File: config.mk
export PLATFORM = sky130hd
export DESIGN_NAME = file_uri_percent_decoder
export DESIGN_NICKNAME = d
export VERILOG_FILES = /design/src/hw/rtl/fupd_pkg.sv /design/src/hw/rtl/fupd_core.sv /design/src/hw/rtl/fupd_out_reg.sv /design/src/hw/rtl/file_uri_percent_decoder.sv
export SDC_FILE = /design/constraint.sdc
export NUM_CORES = 1
export LEC_CHECK = 0
export BUFFER_PORTS_ARGS = -buffer_cell sky130_fd_sc_hd__buf_4
export CAP_MARGIN = 10
export CORE_MARGIN = 4
export CORE_UTILIZATION = 45
export CTS_CLUSTER_SIZE = 25
export DETAILED_ROUTE_END_ITERATION = 8
export HOLD_SLACK_MARGIN = 0.15
export PLACE_DENSITY = 0.74
export SLEW_MARGIN = 0
export SYNTH_ARGS = -nofsm -noshare
export SYNTH_HDL_FRONTEND = slang
export SYNTH_SLANG_ARGS = --single-unit
File: constraint.sdc
create_clock -name clock -period 5.4 [get_ports clock]
set_input_delay 0.54 -clock clock [delete_from_list [all_inputs] [get_ports clock]]
set_output_delay 0.54 -clock clock [all_outputs]
set_load 0.01 [all_outputs]
File: src/hw/rtl/fupd_pkg.sv
// Shared types, status codes and character helpers for the file URI percent decoder.
// No dependencies; every other file of the block refers to this package by scoped name.
package fupd_pkg;

   localparam int CAP_W = 17;

   localparam logic [2:0] ST_OK      = 3'd0;
   localparam logic [2:0] ST_INVALID = 3'd1;
   localparam logic [2:0] ST_REMOTE  = 3'd2;
   localparam logic [2:0] ST_BAD_ESC = 3'd3;
   localparam logic [2:0] ST_FULL    = 3'd4;

   localparam logic [7:0] CH_SLASH   = 8'h2F;
   localparam logic [7:0] CH_PERCENT = 8'h25;

   typedef struct packed {
      logic [7:0] in_byte;
      logic       end_marker;
   } req_type;

   typedef struct packed {
      logic [7:0] out_byte;
      logic       byte_valid;
      logic       done_res;
      logic [2:0] status;
   } rsp_type;

   typedef struct packed {
      logic    valid;
      rsp_type data;
   } result_type;

   // Expected character of the "file://" prefix; index 7 never matches.
   function automatic logic [8:0] scheme_char(input logic [2:0] idx);
      logic [8:0] r;
      unique case (idx)
         3'd0: r = {1'b1, 8'h66};
         3'd1: r = {1'b1, 8'h69};
         3'd2: r = {1'b1, 8'h6C};
         3'd3: r = {1'b1, 8'h65};
         3'd4: r = {1'b1, 8'h3A};
         3'd5: r = {1'b1, 8'h2F};
         3'd6: r = {1'b1, 8'h2F};
         default: r = 9'd0;
      endcase
      return r;
   endfunction

   // Returns {is_hex, value}.
   function automatic logic [4:0] hex_digit(input logic [7:0] c);
      logic [4:0] r;
      r = 5'd0;
      if (c >= 8'h30 && c <= 8'h39) begin
         r = {1'b1, 4'(c - 8'h30)};
      end else if (c >= 8'h61 && c <= 8'h66) begin
         r = {1'b1, 4'(c - 8'h57)};
      end else if (c >= 8'h41 && c <= 8'h46) begin
         r = {1'b1, 4'(c - 8'h37)};
      end
      return r;
   endfunction

endpackage

File: src/hw/rtl/fupd_core.sv
// Parser state and per-byte decode logic of the file URI percent decoder.
// Depends on fupd_pkg; driven by the input register of the top level.
module fupd_core #(
   parameter int MAX_CAPACITY = 65536
) (
   input  logic                      clock,
   input  logic                      reset,
   input  logic                      step,
   input  fupd_pkg::req_type         item,
   input  logic [fupd_pkg::CAP_W-1:0] capacity,
   output fupd_pkg::result_type      result
);

   localparam int CLOG_MAX = $clog2(MAX_CAPACITY);
   localparam int CNT_W = (CLOG_MAX < fupd_pkg::CAP_W) ? CLOG_MAX : fupd_pkg::CAP_W;
   localparam int CMP_W = fupd_pkg::CAP_W + 1;
   localparam logic [31:0] MAX_WIDE = 32'(MAX_CAPACITY);

   localparam logic [2:0] PH_PREFIX     = 3'd0;
   localparam logic [2:0] PH_AUTH_CHECK = 3'd1;
   localparam logic [2:0] PH_AUTH_SCAN  = 3'd2;
   localparam logic [2:0] PH_PATH       = 3'd3;
   localparam logic [2:0] PH_ESC_HI     = 3'd4;
   localparam logic [2:0] PH_ESC_LO     = 3'd5;

   logic [2:0]       phase_ff,  phase_in;
   logic [2:0]       pidx_ff,   pidx_in;
   logic [3:0]       hi_nib_ff, hi_nib_in;
   logic [CNT_W-1:0] count_ff,  count_in;
   logic [2:0]       err_ff,    err_in;

   logic [fupd_pkg::CAP_W-1:0] eff_cap;
   logic [2:0]                 err_pre;
   logic [8:0]                 exp_char;
   logic [4:0]                 hex;
   logic                       emit_req;
   logic [7:0]                 emit_byte;
   logic                       full;

   always_comb begin
      if ({{(32 - fupd_pkg::CAP_W){1'b0}}, capacity} > MAX_WIDE) begin
         eff_cap = MAX_WIDE[fupd_pkg::CAP_W-1:0];
      end else begin
         eff_cap = capacity;
      end
   end

   assign full = (CMP_W'(count_ff) + CMP_W'(1)) >= CMP_W'(eff_cap);
   assign exp_char = fupd_pkg::scheme_char(pidx_ff);
   assign hex = fupd_pkg::hex_digit(item.in_byte);

   always_comb begin
      phase_in  = phase_ff;
      pidx_in   = pidx_ff;
      hi_nib_in = hi_nib_ff;
      count_in  = count_ff;
      err_in    = err_ff;
      result    = '0;
      emit_req  = 1'b0;
      emit_byte = item.in_byte;

      // Zero capacity poisons the run unless an error is already held.
      err_pre = err_ff;
      if (err_ff == fupd_pkg::ST_OK && eff_cap == '0) begin
         err_pre = fupd_pkg::ST_INVALID;
      end
      err_in = err_pre;

      if (item.end_marker) begin
         result.valid         = 1'b1;
         result.data.done_res = 1'b1;
         result.data.status   = err_pre;
         if (err_pre == fupd_pkg::ST_OK) begin
            if (phase_ff == PH_PREFIX || phase_ff == PH_AUTH_CHECK
                || phase_ff == PH_AUTH_SCAN) begin
               result.data.status = fupd_pkg::ST_INVALID;
            end else if (phase_ff == PH_ESC_HI || phase_ff == PH_ESC_LO) begin
               result.data.status = fupd_pkg::ST_BAD_ESC;
            end
         end
         phase_in  = PH_PREFIX;
         pidx_in   = '0;
         hi_nib_in = '0;
         count_in  = '0;
         err_in    = fupd_pkg::ST_OK;
      end else if (err_pre == fupd_pkg::ST_OK) begin
         unique case (phase_ff)
            PH_PREFIX: begin
               if (!exp_char[8] || item.in_byte != exp_char[7:0]) begin
                  err_in = fupd_pkg::ST_INVALID;
               end else begin
                  pidx_in = pidx_ff + 3'd1;
                  if (pidx_ff == 3'd6) begin
                     phase_in = PH_AUTH_CHECK;
                  end
               end
            end
            PH_AUTH_CHECK: begin
               if (item.in_byte == fupd_pkg::CH_SLASH) begin
                  phase_in = PH_PATH;
                  emit_req = 1'b1;
               end else begin
                  phase_in = PH_AUTH_SCAN;
               end
            end
            PH_AUTH_SCAN: begin
               if (item.in_byte == fupd_pkg::CH_SLASH) begin
                  err_in = fupd_pkg::ST_REMOTE;
               end
            end
            PH_ESC_HI: begin
               if (!hex[4]) begin
                  err_in = fupd_pkg::ST_BAD_ESC;
               end else begin
                  hi_nib_in = hex[3:0];
                  phase_in  = PH_ESC_LO;
               end
            end
            PH_ESC_LO: begin
               if (!hex[4]) begin
                  err_in = fupd_pkg::ST_BAD_ESC;
               end else begin
                  phase_in  = PH_PATH;
                  emit_req  = 1'b1;
                  emit_byte = {hi_nib_ff, hex[3:0]};
               end
            end
            default: begin
               if (item.in_byte == fupd_pkg::CH_PERCENT) begin
                  phase_in = PH_ESC_HI;
               end else begin
                  emit_req = 1'b1;
               end
            end
         endcase

         // Write the byte only while one slot stays free for the terminator.
         if (emit_req) begin
            if (full) begin
               err_in = fupd_pkg::ST_FULL;
            end else begin
               count_in               = count_ff + CNT_W'(1);
               result.valid           = 1'b1;
               result.data.out_byte   = emit_byte;
               result.data.byte_valid = 1'b1;
            end
         end
      end
   end

   always_ff @(posedge clock) begin
      if (reset) begin
         phase_ff  <= PH_PREFIX;
         pidx_ff   <= '0;
         hi_nib_ff <= '0;
         count_ff  <= '0;
         err_ff    <= fupd_pkg::ST_OK;
      end else if (step) begin
         phase_ff  <= phase_in;
         pidx_ff   <= pidx_in;
         hi_nib_ff <= hi_nib_in;
         count_ff  <= count_in;
         err_ff    <= err_in;
      end
   end

   a_end_rearms : assert property (@(posedge clock) disable iff (reset)
      step && item.end_marker |=> phase_ff == PH_PREFIX && count_ff == '0
                                  && err_ff == fupd_pkg::ST_OK)
      else $error("end marker did not rearm the parser");

   a_count_step : assert property (@(posedge clock) disable iff (reset)
      step && !item.end_marker |=>
         count_ff == $past(count_ff) || count_ff == $past(count_ff) + CNT_W'(1))
      else $error("written count moved by more than one");

   a_err_sticky : assert property (@(posedge clock) disable iff (reset)
      err_ff != fupd_pkg::ST_OK && !(step && item.end_marker) |=> err_ff == $past(err_ff))
      else $error("latched error changed before end marker");

   a_byte_clean : assert property (@(posedge clock) disable iff (reset)
      step && result.valid && result.data.byte_valid |=> err_ff == fupd_pkg::ST_OK
                                                         && phase_ff == PH_PATH)
      else $error("byte written outside a clean path phase");

endmodule

File: src/hw/rtl/fupd_out_reg.sv
// Result register of the file URI percent decoder: holds one beat until taken.
// Depends on fupd_pkg for the result types.
module fupd_out_reg (
   input  logic                 clock,
   input  logic                 reset,
   input  logic                 step,
   input  fupd_pkg::result_type result,
   output logic                 out_free,
   output logic                 rsp_valid,
   input  logic                 rsp_ready,
   output fupd_pkg::rsp_type    rsp_data
);

   logic              valid_ff, valid_in;
   fupd_pkg::rsp_type data_ff;

   assign out_free = !valid_ff || rsp_ready;

   always_comb begin
      valid_in = valid_ff;
      if (out_free) begin
         valid_in = step && result.valid;
      end
   end

   always_ff @(posedge clock) begin
      if (reset) begin
         valid_ff <= 1'b0;
      end else begin
         valid_ff <= valid_in;
      end
   end

   always_ff @(posedge clock) begin
      if (out_free && step && result.valid) begin
         data_ff <= result.data;
      end
   end

   assign rsp_valid = valid_ff;
   assign rsp_data  = data_ff;

endmodule

File: src/hw/rtl/file_uri_percent_decoder.sv
// Top level of the file URI percent decoder: input register, parser, result register.
// Depends on fupd_pkg, fupd_core and fupd_out_reg.
//
// Usage: feed a URI one byte per req beat (req_data.in_byte, end_marker = 0) and close
// it with one beat that has end_marker = 1. The block checks the "file://" prefix and
// the slash after it, then sends each decoded path byte as an rsp beat with byte_valid
// set; %XY escapes collapse to one byte. The end marker always yields one rsp beat with
// done_res set and the final status (0 ok, 1 invalid, 2 remote authority, 3 bad escape,
// 4 output full). Bytes that decode to nothing (prefix, '%', first escape digit, bytes
// after an error, authority bytes) give no rsp beat.
// Path: a taken req beat sits in the input register, then the parser step loads the
// result register, which drives rsp_valid.
// Throughput: one req beat per cycle while the result register is free to take it, set by
// the combinational parser step between the two registers.
// Stalls: while rsp_ready is low and a result is waiting, the parser holds and req_ready
// drops once the input register is also full; nothing is lost or repeated.
// csr: one write channel (always ready) sets out_capacity, used as
// min(out_capacity, MAX_CAPACITY); write it only while the block is idle.
// Reset: synchronous, clears both registers and the parser; out_capacity returns to 4096.
module file_uri_percent_decoder #(
   parameter int MAX_CAPACITY = 65536
) (
   input  logic                       clock,
   input  logic                       reset,
   input  logic                       req_valid,
   output logic                       req_ready,
   input  fupd_pkg::req_type          req_data,
   output logic                       rsp_valid,
   input  logic                       rsp_ready,
   output fupd_pkg::rsp_type          rsp_data,
   input  logic                       csr_valid,
   output logic                       csr_ready,
   input  logic [fupd_pkg::CAP_W-1:0] csr_wdata
);

   logic                       in_valid_ff, in_valid_in;
   fupd_pkg::req_type          in_data_ff;
   logic [fupd_pkg::CAP_W-1:0] capacity_ff;
   logic                       step;
   logic                       out_free;
   fupd_pkg::result_type       result;

   // Advance the held beat through the parser whenever the result register can take it.
   assign step      = in_valid_ff && out_free;
   assign req_ready = !in_valid_ff || step;
   assign csr_ready = 1'b1;

   always_comb begin
      in_valid_in = in_valid_ff;
      if (req_ready) begin
         in_valid_in = req_valid;
      end
   end

   always_ff @(posedge clock) begin
      if (reset) begin
         in_valid_ff <= 1'b0;
      end else begin
         in_valid_ff <= in_valid_in;
      end
   end

   // Load a new beat only when the old one has moved on.
   always_ff @(posedge clock) begin
      if (req_valid && req_ready) begin
         in_data_ff <= req_data;
      end
   end

   always_ff @(posedge clock) begin
      if (reset) begin
         capacity_ff <= fupd_pkg::CAP_W'(4096);
      end else if (csr_valid && csr_ready) begin
         capacity_ff <= csr_wdata;
      end
   end

   fupd_core #(
      .MAX_CAPACITY(MAX_CAPACITY)
   ) u_core (
      .clock    (clock),
      .reset    (reset),
      .step     (step),
      .item     (in_data_ff),
      .capacity (capacity_ff),
      .result   (result)
   );

   fupd_out_reg u_out (
      .clock     (clock),
      .reset     (reset),
      .step      (step),
      .result    (result),
      .out_free  (out_free),
      .rsp_valid (rsp_valid),
      .rsp_ready (rsp_ready),
      .rsp_data  (rsp_data)
   );

endmodule

==> results.py, run 1 <==
metrics = {
    "worst_setup_path": {
        "reg2reg_slack_ps": 1490,
        "path_class": "flop to flop",
        "cp.arrival_ps": 3880,
        "crit_top_cell": "and3_1",
        "crit_end": "u_out.rsp_data[4]$_SDFFCE_PP0P_",
        "cpPeakStageDelay_ps": 520,
        "cp_max_fo": 23,
        "critPathBufInv": 0,
        "startpoint_type": "flop",
        "cp-end-kind": "flop",
        "r2r-start": "u_core.count_ff[0]$_SDFFE_PP0P_",
        "cp.required_ps": 5380,
        "critPathLaunch": "u_core.count_ff[0]$_SDFFE_PP0P_",
        "path_cells": "ha_1 > nand2_1 > nor2_1 > and3_1 > and3_1 > nor2b_1 > or2_2 > ha_1 > and3_1 > a221o_1 > a211o_1 > nand2_1",
        "critical-path-slowest-cell": "a211o_1",
        "rr_worst_depth": 12,
        "path_depth": 12,
        "worstReg2RegEnd": "u_out.rsp_data[4]$_SDFFCE_PP0P_",
        "cp_top_family": "simple AND/OR/NAND/NOR gates",
    },
    "die": {
        "io_pins": 47,
        "core_area_um2": 8721,
        "dieArea_um2": 10510,
        "start_util_pct": 46.11,
        "rows": 34,
        "die_w_um": 102.5,
        "die_y_um": 102.5,
    },
    "sta": {
        "final_max_slew_viol_count": 0,
        "hold_viol_final": 0,
        "finalCriticalPeriod_ps": 3908,
        "skew_ps": 12.43,
        "maxSlewHeadroom_pct": 36.13,
        "worstMarginPinSlew_ps": 954.6,
        "fin_crit_sh_pct": 72.37,
        "clock.fmax_ghz": 0.2559,
        "tns_ps": 0,
        "setup_violations": 0,
        "rsz0062_at_grt": "false",
        "worst_slack_ps": 1492,
    },
    "synthesis": {
        "seq_area_frac_synth_pct": 40.32,
        "syn_nets": 512,
        "yosys_warnings": 0,
        "syn_inst": 455,
        "synth_edf_count": 22,
        "syn_avg_cell_area_um2": 8.838,
        "synthArstFlopShare_pct": 0,
        "netlist_area_um2": 4021,
        "ys_ff_latch": 70,
        "ys_dominant_reg_cell": "dfxtp_1",
        "ys_types": 60,
    },
    "status": {
        "status": "complete, no violations",
    },
    "final_layout": {
        "fin_util_pct": 53.36,
        "fin_cells": 604,
        "layout.nets": 548,
        "diodes": 0,
        "post_route_cells_drive_above_1_share_pct": 15.73,
        "syn_to_final_growth_pct": 15.71,
    },
    "clocking": {
        "clk_pin_slew_ps": 70,
        "h-tree-depth": 3,
        "ctsResizeCount": 0,
        "insertion_delay_ps": 340,
        "clockBufferDepth": 2,
        "cts_setup_buffers": 0,
        "cts_sinks": 70,
        "root_buffer": "clkbuf_8",
        "cts_tree": "yes",
        "cts_buffers": 9,
        "ctsHoldBuffers": 0,
    },
    "route": {
        "drt_wl_total_mm": 8.725,
        "vias": 3408,
        "wl_per_cell_um": 14.45,
        "drt_iter0_markers": 270,
        "drc": 0,
        "vias_per_cell": 5.642,
        "ant_nets": 0,
        "firstDrtPassIters": 4,
    },
    "power_and_ir_drop": {
        "p_per_area_nw_per_um2": 253.6,
        "p_leak_uw": 0.002039,
        "power_uw": 1180,
        "vdd_drop_max_mv": 0.1835,
    },
    "hold_path": {
        "hold_class": "input port to flop",
    },
    "placed_design": {
        "hpwlAfterDp_mm": 6.461,
        "gp_congestion": 0.9171,
        "placement.io_buffers": 45,
        "place_ws_ps": 1503,
        "post-place-cells": 588,
    },
    "run": {
        "maxCapViolCount": 0,
    },
    "global_route": {
        "grt_max_degree": 26,
        "grt_pass1_vias": 3089,
        "grt_util_all_layers_pct": 17.44,
        "grt_first_pass_wirelength_mm": 14.59,
        "antenna_found_initial": 0,
        "overflow": 0,
    },
}
registers in the layout, summed over array words and instances, names as in the netlist:
signal,flops
u_out.rsp_data,13
u_core.phase_ff,3
in_valid_ff,1
u_core.hi_nib_ff,4
u_core.err_ff,3
u_core.pidx_ff,3
u_core.count_ff,16
u_out.rsp_valid,1
in_data_ff,9
capacity_ff,17
per-stage QoR:
| step | hold WS [ps] | instance area [um^2] |
|---|---|---|
| after floorplan | 432.2 | 4021 |
| after global placement | 454.4 | 4408 |
| after detailed placement | 451.9 | 4408 |
| after CTS | 364.1 | 4653 |
| after global routing | 356.1 | 4653 |
| final | 375.8 | 4653 |
cell usage after synthesis (all sizes together) (8+ instances only):
cell,n,area share (%)
nor2b,15,2.3
clkbuf,15,1.4
and3,13,2.1
dfxtp,48,24
mux2i,16,4.0
xnor2,8,1.7
nor2,40,3.7
ha,26,8.1
a21oi,16,2.0
edfxtp,22,16
nand2,53,4.9
nand3,32,4.0
nor3,10,1.2
o21ai,27,3.4
or2,11,1.7
inv,12,1.1
worst min path at each step:
stage                                            end  slack (ps)                        startpoint  cells past startpoint
finish                       in_data_ff[4]$_DFFE_PP_         380                       req_data[4]                      1
global route                 in_data_ff[4]$_DFFE_PP_         360                       req_data[4]                      1
CTS                          in_data_ff[5]$_DFFE_PP_         360                       req_data[5]                      1
detailed placement  u_core.hi_nib_ff[1]$_SDFFE_PP0P_         450  u_core.hi_nib_ff[1]$_SDFFE_PP0P_                      1
global placement    u_core.hi_nib_ff[1]$_SDFFE_PP0P_         450  u_core.hi_nib_ff[1]$_SDFFE_PP0P_                      1
floorplan           u_core.hi_nib_ff[0]$_SDFFE_PP0P_         430  u_core.hi_nib_ff[0]$_SDFFE_PP0P_                      1
metal layers:
| layer | part of all wire [%] | vias to the layer above | GRT usage (%) |
|---|---|---|---|
| met1 | 48 | 1562 | 25.68 |
| met2 | 44 | 124 | 25.32 |
| met4 | 1.5 | 0 | 6.256 |
| met3 | 6.9 | 10 | 3.518 |
| met5 | 0 | - | 0 |
| li1 | - | 1712 | - |
cells in the final DEF (no fill, tap or decap), drive strengths merged, types with 5 or more instances in the layout:
master,netlist,final
a211oi,5,5
a21o,5,5
a21oi,16,16
and2,6,6
and3,13,13
buf,6,46
clkbuf,15,10
dfxtp,48,48
edfxtp,22,22
ha,26,26
inv,12,13
mux2i,16,16
nand2,53,53
nand3,32,32
nor2,40,40
nor2b,15,15
nor3,10,10
nor4,6,6
o211ai,5,5
o21ai,27,27
or2,11,11
xnor2,8,8
xor2,5,5
cell families (layout without fill, tap and decap cells):
logic type      count (synthesis)  after routing  synth area share, %
simple gates                  208            208                26.23
compound gates                 88             88                15.00
flops                          70             70                40.32
mux                            16             16                3.982
buf+inv                        33             74                3.453
xor+xnor                       13             13                2.831
fa+ha+maj                      26             26                8.090
other cells                     1              1              0.09325
worst register-to-register path, delay by kind of cell (launching register included):
kind	cells	cell delay [ps]
AO/OA/AOI/OAI	2	890
adder cells (fa/ha/maj)	2	520
flip-flops	1	420
AND/OR/NAND/NOR	8	1730
final cells by class:
cell class,instances,area (um^2)
sequential,70,1622
multi-input combinational,352,2261
timing repair buffer,46,345.3
tap,108,135.1
clock inverter,6,107.6
clock buffer,10,137.6
inverter,12,45.04
fill,785,4068
report_power, final:
part / total (uW) / switching, uW / leakage, uW / internal, uW
clock network: 515 / 196 / 0.000124 / 319
registers: 573 / 17.4 / 0.000619 / 556
logic: 92.2 / 48.7 / 0.00130 / 43.5
Note: power is estimated with default switching activity, not from simulation.
==> run 2: changes to the inputs <==
==> constraint.sdc (replaced) <==
create_clock -name clock -period 3.82 [get_ports clock]
set_input_delay 0.382 -clock clock [delete_from_list [all_inputs] [get_ports clock]]
set_output_delay 0.382 -clock clock [all_outputs]
set_load 0.01 [all_outputs]
==> results.py, run 2 (synthesis gave the netlist of run 1 again) <==
metrics = {
    "die": {
        "die_y_um": 102.5,
        "die_w_um": 102.5,
        "core_area_um2": 8721,
        "io_pins": 47,
        "start_util_pct": 46.11,
        "dieArea_um2": 10510,
        "rows": 34,
    },
    "sta": {
        "rsz0062_at_grt": "false",
        "tns_ps": 0,
        "setup_violations": 0,
        "clock.fmax_ghz": 0.2864,
        "worst_slack_ps": 328.0,
        "final_max_slew_viol_count": 0,
        "fin_crit_sh_pct": 91.41,
        "worstMarginPinSlew_ps": 708.3,
        "maxSlewHeadroom_pct": 52.66,
        "finalCriticalPeriod_ps": 3492,
        "skew_ps": 7.520,
        "hold_viol_final": 0,
    },
    "placed_design": {
        "place_ws_ps": 252.8,
        "gp_congestion": 0.8791,
        "hpwlAfterDp_mm": 6.575,
        "place_area_um2": 4423,
        "post-place-cells": 590,
        "placement.io_buffers": 45,
    },
    "final_layout": {
        "layout_commonest_cell": "nand2_1",
        "largest-register": "capacity_ff",
        "layout.nets": 550,
        "design_area_um2": 4624,
        "fin_cells": 606,
        "diodes": 0,
        "fillers": 792,
        "post_route_cells_drive_above_1_share_pct": 16.47,
        "syn_to_final_growth_pct": 15.00,
        "layout_common_cells": "nand2_1 (53), dfxtp_1 (48), buf_4 (48)",
        "largest_reg_flops": 17,
    },
    "clocking": {
        "cts_sinks": 70,
        "insertion_delay_ps": 350,
        "root_buffer": "clkbuf_8",
        "cts_buffers": 9,
        "clockBufferDepth": 2,
        "cts_setup_buffers": 0,
        "ctsResizeCount": 0,
        "clk_pin_slew_ps": 80,
        "h-tree-depth": 3,
        "ctsHoldBuffers": 0,
        "cts_tree": "yes",
    },
    "global_route": {
        "grt_max_degree": 26,
        "overflow": 0,
        "antenna_found_initial": 0,
        "grt_first_pass_wirelength_mm": 14.92,
        "grt_pass1_vias": 3196,
        "grt_util_all_layers_pct": 17.57,
    },
    "route": {
        "vias": 3416,
        "drc": 0,
        "drt_wl_total_mm": 8.799,
        "ant_nets": 0,
        "firstDrtPassIters": 5,
        "vias_per_cell": 5.637,
        "wl_per_cell_um": 14.52,
        "drt_iter0_markers": 316,
    },
    "hold_path": {
        "holdCritStartpoint": "req_data[0]",
        "whs_path_depth": 1,
        "hold_class": "input port to flop",
        "min_to": "in_data_ff[0]$_DFFE_PP_",
    },
    "worst_setup_path": {
        "worstReg2RegEnd": "u_core.count_ff[2]$_SDFFE_PP0P_",
        "rr_worst_depth": 12,
        "r2r-start": "u_core.count_ff[3]$_SDFFE_PP0P_",
        "path_class": "flop to flop",
        "critPathBufInv": 0,
        "cpPeakStageDelay_ps": 580,
        "startpoint_type": "flop",
        "path_cells": "nand3_1 > nor2_1 > and3_1 > nand3_1 > o21a_1 > or2_2 > ha_1 > a21o_1 > a221o_1 > a211oi_2 > o21ai_0 > nand2_1",
        "cp-end-kind": "flop",
        "cp.arrival_ps": 3780,
        "cp_top_family": "compound AO/OA/AOI/OAI gates",
        "cp.required_ps": 4100,
        "crit_top_cell": "nand3_1",
        "reg2reg_slack_ps": 330,
        "critical-path-slowest-cell": "a211oi_2",
        "cp_max_fo": 10,
        "critPathLaunch": "u_core.count_ff[3]$_SDFFE_PP0P_",
        "path_depth": 12,
    },
    "power_and_ir_drop": {
        "p_per_area_nw_per_um2": 333.1,
        "p_leak_uw": 0.002014,
        "vdd_drop_max_mv": 0.2249,
    },
    "status": {
        "status": "complete, no violations",
    },
    "run": {
        "maxCapViolCount": 0,
    },
}
==> run 2: worst max path at each step <==
stage                                       endpoint  slack [ps]
finish               u_core.count_ff[2]$_SDFFE_PP0P_         330
global route         u_out.rsp_data[8]$_SDFFCE_PP0P_          70
CTS                 u_out.rsp_data[11]$_SDFFCE_PP0P_         230
detailed placement  u_out.rsp_data[11]$_SDFFCE_PP0P_         250
global placement    u_out.rsp_data[10]$_SDFFCE_PP0P_         340
floorplan            u_out.rsp_data[0]$_SDFFCE_PN0P_         420
==> run 2: power breakdown <==
part / switching, uW / internal (uW) / leakage, uW
sequential: 25.0 / 785 / 0.000619
combinational: 70.2 / 62.0 / 0.00131
clock: 296 / 302 / 0.0000879
==> run 2: routing by layer <==
layer	GRT usage (%)	up-vias	routed length, um
met5	0	-	0
met4	5.045	0	121
met3	4.263	12	485
met2	26.91	94	3883
met1	24.76	1595	4309
li1	-	1715	-
==> run 2: cell type report <==
| cell class | count | area (um^2) | share of cell area [%] |
|---|---|---|---|
| Clock buffer | 9 | 123.9 | 2.679 |
| Timing Repair Buffer | 48 | 360.3 | 7.792 |
| Clock inverter | 7 | 73.82 | 1.596 |
| Tap cell | 108 | 135.1 | 2.922 |
| Multi-Input combinational cell | 352 | 2265 | 48.97 |
| Inverter | 12 | 45.04 | 0.9740 |
| Sequential cell | 70 | 1622 | 35.07 |
==> run 2: metrics by stage <==
step	power [uW]	hold WS [ps]	util (%)
after floorplan	905.5	432.2	-
after global placement	954.7	449.1	50.72
after detailed placement	958.4	451.0	50.72
after CTS	1553	195.1	52.98
after global routing	1602	192.5	53.03
final	1540	209.4	53.03
==> run 3: changes to the inputs <==
--- a/config.mk
+++ b/config.mk
@@ -7,7 +7,7 @@
 export LEC_CHECK = 0
 export BUFFER_PORTS_ARGS = -buffer_cell sky130_fd_sc_hd__buf_4
 export CAP_MARGIN = 10
-export CORE_MARGIN = 4
+export CORE_ASPECT_RATIO = 0.5
 export CORE_UTILIZATION = 45
 export CTS_CLUSTER_SIZE = 25
 export DETAILED_ROUTE_END_ITERATION = 8
==> results.py, run 3 (synthesis gave the netlist of run 1 again) <==
metrics = {
    "sta": {
        "setup_violations": 0,
        "final_max_slew_viol_count": 0,
        "skew_ps": 9.792,
        "rsz0062_at_grt": "false",
        "fin_crit_sh_pct": 93.13,
        "maxSlewHeadroom_pct": 52.59,
        "worstMarginPinSlew_ps": 709.3,
        "hold_viol_final": 0,
        "clock.fmax_ghz": 0.2811,
        "tns_ps": 0,
        "finalCriticalPeriod_ps": 3558,
        "worst_slack_ps": 262.4,
    },
    "global_route": {
        "grtUsageMet1_pct": 26.53,
        "grt_first_pass_wirelength_mm": 14.37,
        "overflow": 0,
        "grt.met3_usage_pct": 5.775,
        "grt_util_all_layers_pct": 20.44,
        "antenna_found_initial": 0,
        "grtUsageMet2_pct": 31.89,
        "grt_pass1_vias": 3006,
        "grt_max_degree": 26,
        "grt.busiest_layer": "met2",
    },
    "worst_setup_path": {
        "reg2reg_slack_ps": 260,
        "startpoint_type": "flop",
        "path_class": "flop to flop",
        "cp-end-kind": "flop",
        "cp_max_fo": 9,
        "path_cells": "ha_1 > nand2_1 > nor2_1 > and3_1 > and3_1 > nor2b_1 > or2_2 > ha_1 > and3_1 > a221o_1 > a21o_1 > or4_4 > a21oi_1",
        "crit_top_cell": "and3_1",
        "critPathBufInv": 0,
        "r2r-start": "u_core.count_ff[0]$_SDFFE_PP0P_",
        "cpPeakStageDelay_ps": 490,
        "cp.arrival_ps": 3740,
        "cp.required_ps": 4010,
        "rr_worst_depth": 13,
        "critical-path-slowest-cell": "or4_4",
        "path_depth": 13,
        "worstReg2RegEnd": "u_out.rsp_data[11]$_SDFFCE_PP0P_",
        "cp_top_family": "simple AND/OR/NAND/NOR gates",
    },
    "die": {
        "die_y_um": 68.85,
        "start_util_pct": 48.35,
        "core_area_um2": 8317,
        "rows": 23,
        "dieArea_um2": 9342,
        "die_w_um": 135.7,
        "io_pins": 47,
    },
    "power_and_ir_drop": {
        "vdd_drop_max_mv": 0.2368,
        "p_per_area_nw_per_um2": 375.4,
        "p_leak_uw": 0.002079,
    },
    "final_layout": {
        "layout_common_cells": "nand2_1 (53), buf_4 (50), dfxtp_1 (48)",
        "largest_reg_flops": 17,
        "diodes": 0,
        "largest-register": "capacity_ff",
        "layout_commonest_cell": "nand2_1",
        "layout.nets": 552,
        "post_route_cells_drive_above_1_share_pct": 16.03,
        "syn_to_final_growth_pct": 17.89,
    },
    "run": {
        "maxCapViolCount": 0,
    },
    "clocking": {
        "cts_sinks": 70,
        "clk_pin_slew_ps": 60,
        "cts_tree": "yes",
        "root_buffer": "clkbuf_16",
        "cts_buffers": 9,
        "clockBufferDepth": 2,
        "insertion_delay_ps": 340,
        "ctsHoldBuffers": 0,
        "cts_setup_buffers": 0,
        "ctsResizeCount": 0,
        "h-tree-depth": 3,
    },
    "hold_path": {
        "min_to": "in_data_ff[0]$_DFFE_PP_",
        "whs_path_depth": 1,
        "holdCritStartpoint": "req_data[0]",
        "hold_class": "input port to flop",
    },
    "route": {
        "firstDrtPassIters": 4,
        "wl_per_cell_um": 14.43,
        "ant_nets": 0,
        "drt_iter0_markers": 197,
        "drc": 0,
        "vias": 3382,
        "vias_per_cell": 5.535,
        "drt_wl_total_mm": 8.815,
    },
    "placed_design": {
        "placement.io_buffers": 45,
        "hpwlAfterDp_mm": 6.323,
        "place_ws_ps": 160.7,
        "gp_congestion": 0.8574,
    },
    "status": {
        "status": "complete, no violations",
    },
}
==> run 3: changes by cell type in the layout (fill, tap and decap cells not counted) <==
cell	delta
clkbuf_8	-7
buf_4	+2
clkinv_2	-1
clkinvlp_4	-4
clkbuf_1	+3
inv_6	-1
clkbuf_16	+9
==> run 3: power breakdown <==
group,total (uW),switching [uW],internal (uW)
clock network,835,297,538
logic,132,69.5,62.9
registers,812,25.0,787
==> run 3: cell type report <==
type / count / area, um^2
Clock inverter: 1 / 30.03
Clock buffer: 14 / 264.0
Tap cell: 112 / 140.1
Inverter: 12 / 45.04
Sequential cell: 70 / 1622
Timing Repair Buffer: 50 / 375.4
Fill cell: 759 / 3576
Multi-Input combinational cell: 352 / 2265
==> run 3: per-stage QoR <==
| step | cells | total power (uW) | hold WS (ps) | area, um^2 | utilization (%) |
|---|---|---|---|---|---|
| after floorplan | 455 | 905.5 | 432.2 | 4021 | - |
| after global placement | 596 | 957.3 | 452.0 | 4443 | 53.42 |
| after detailed placement | 596 | 958.1 | 449.1 | 4443 | 53.42 |
| after CTS | 611 | 1791 | 211.2 | 4737 | 56.96 |
| after global routing | 611 | 1840 | 206.2 | 4741 | 57.00 |
| final | 611 | 1779 | 218.3 | 4741 | 57.00 |
==> run 3: per-layer routing <==
layer / vias to the layer above / part of all wire, % / wire, um
li1: 1716 / - / -
met2: 65 / 45 / 3957
met3: 10 / 4.3 / 376
met4: 0 / 1.1 / 97
met1: 1591 / 50 / 4383
met5: - / 0 / 0
==> run 3: worst max path at each step <==
stage / start / slack (ps) / end
after floorplan: u_core.count_ff[0]$_SDFFE_PP0P_ / 420 / u_out.rsp_data[0]$_SDFFCE_PN0P_
after detailed placement: u_core.count_ff[0]$_SDFFE_PP0P_ / 160 / u_out.rsp_data[9]$_SDFFCE_PP0P_
after global placement: u_core.count_ff[0]$_SDFFE_PP0P_ / 280 / u_out.rsp_data[9]$_SDFFCE_PP0P_
after global routing: u_core.count_ff[0]$_SDFFE_PP0P_ / 40 / u_out.rsp_data[9]$_SDFFCE_PP0P_
final: u_core.count_ff[0]$_SDFFE_PP0P_ / 260 / u_out.rsp_data[11]$_SDFFCE_PP0P_
after CTS: u_core.count_ff[0]$_SDFFE_PP0P_ / 130 / u_out.rsp_data[9]$_SDFFCE_PP0P_
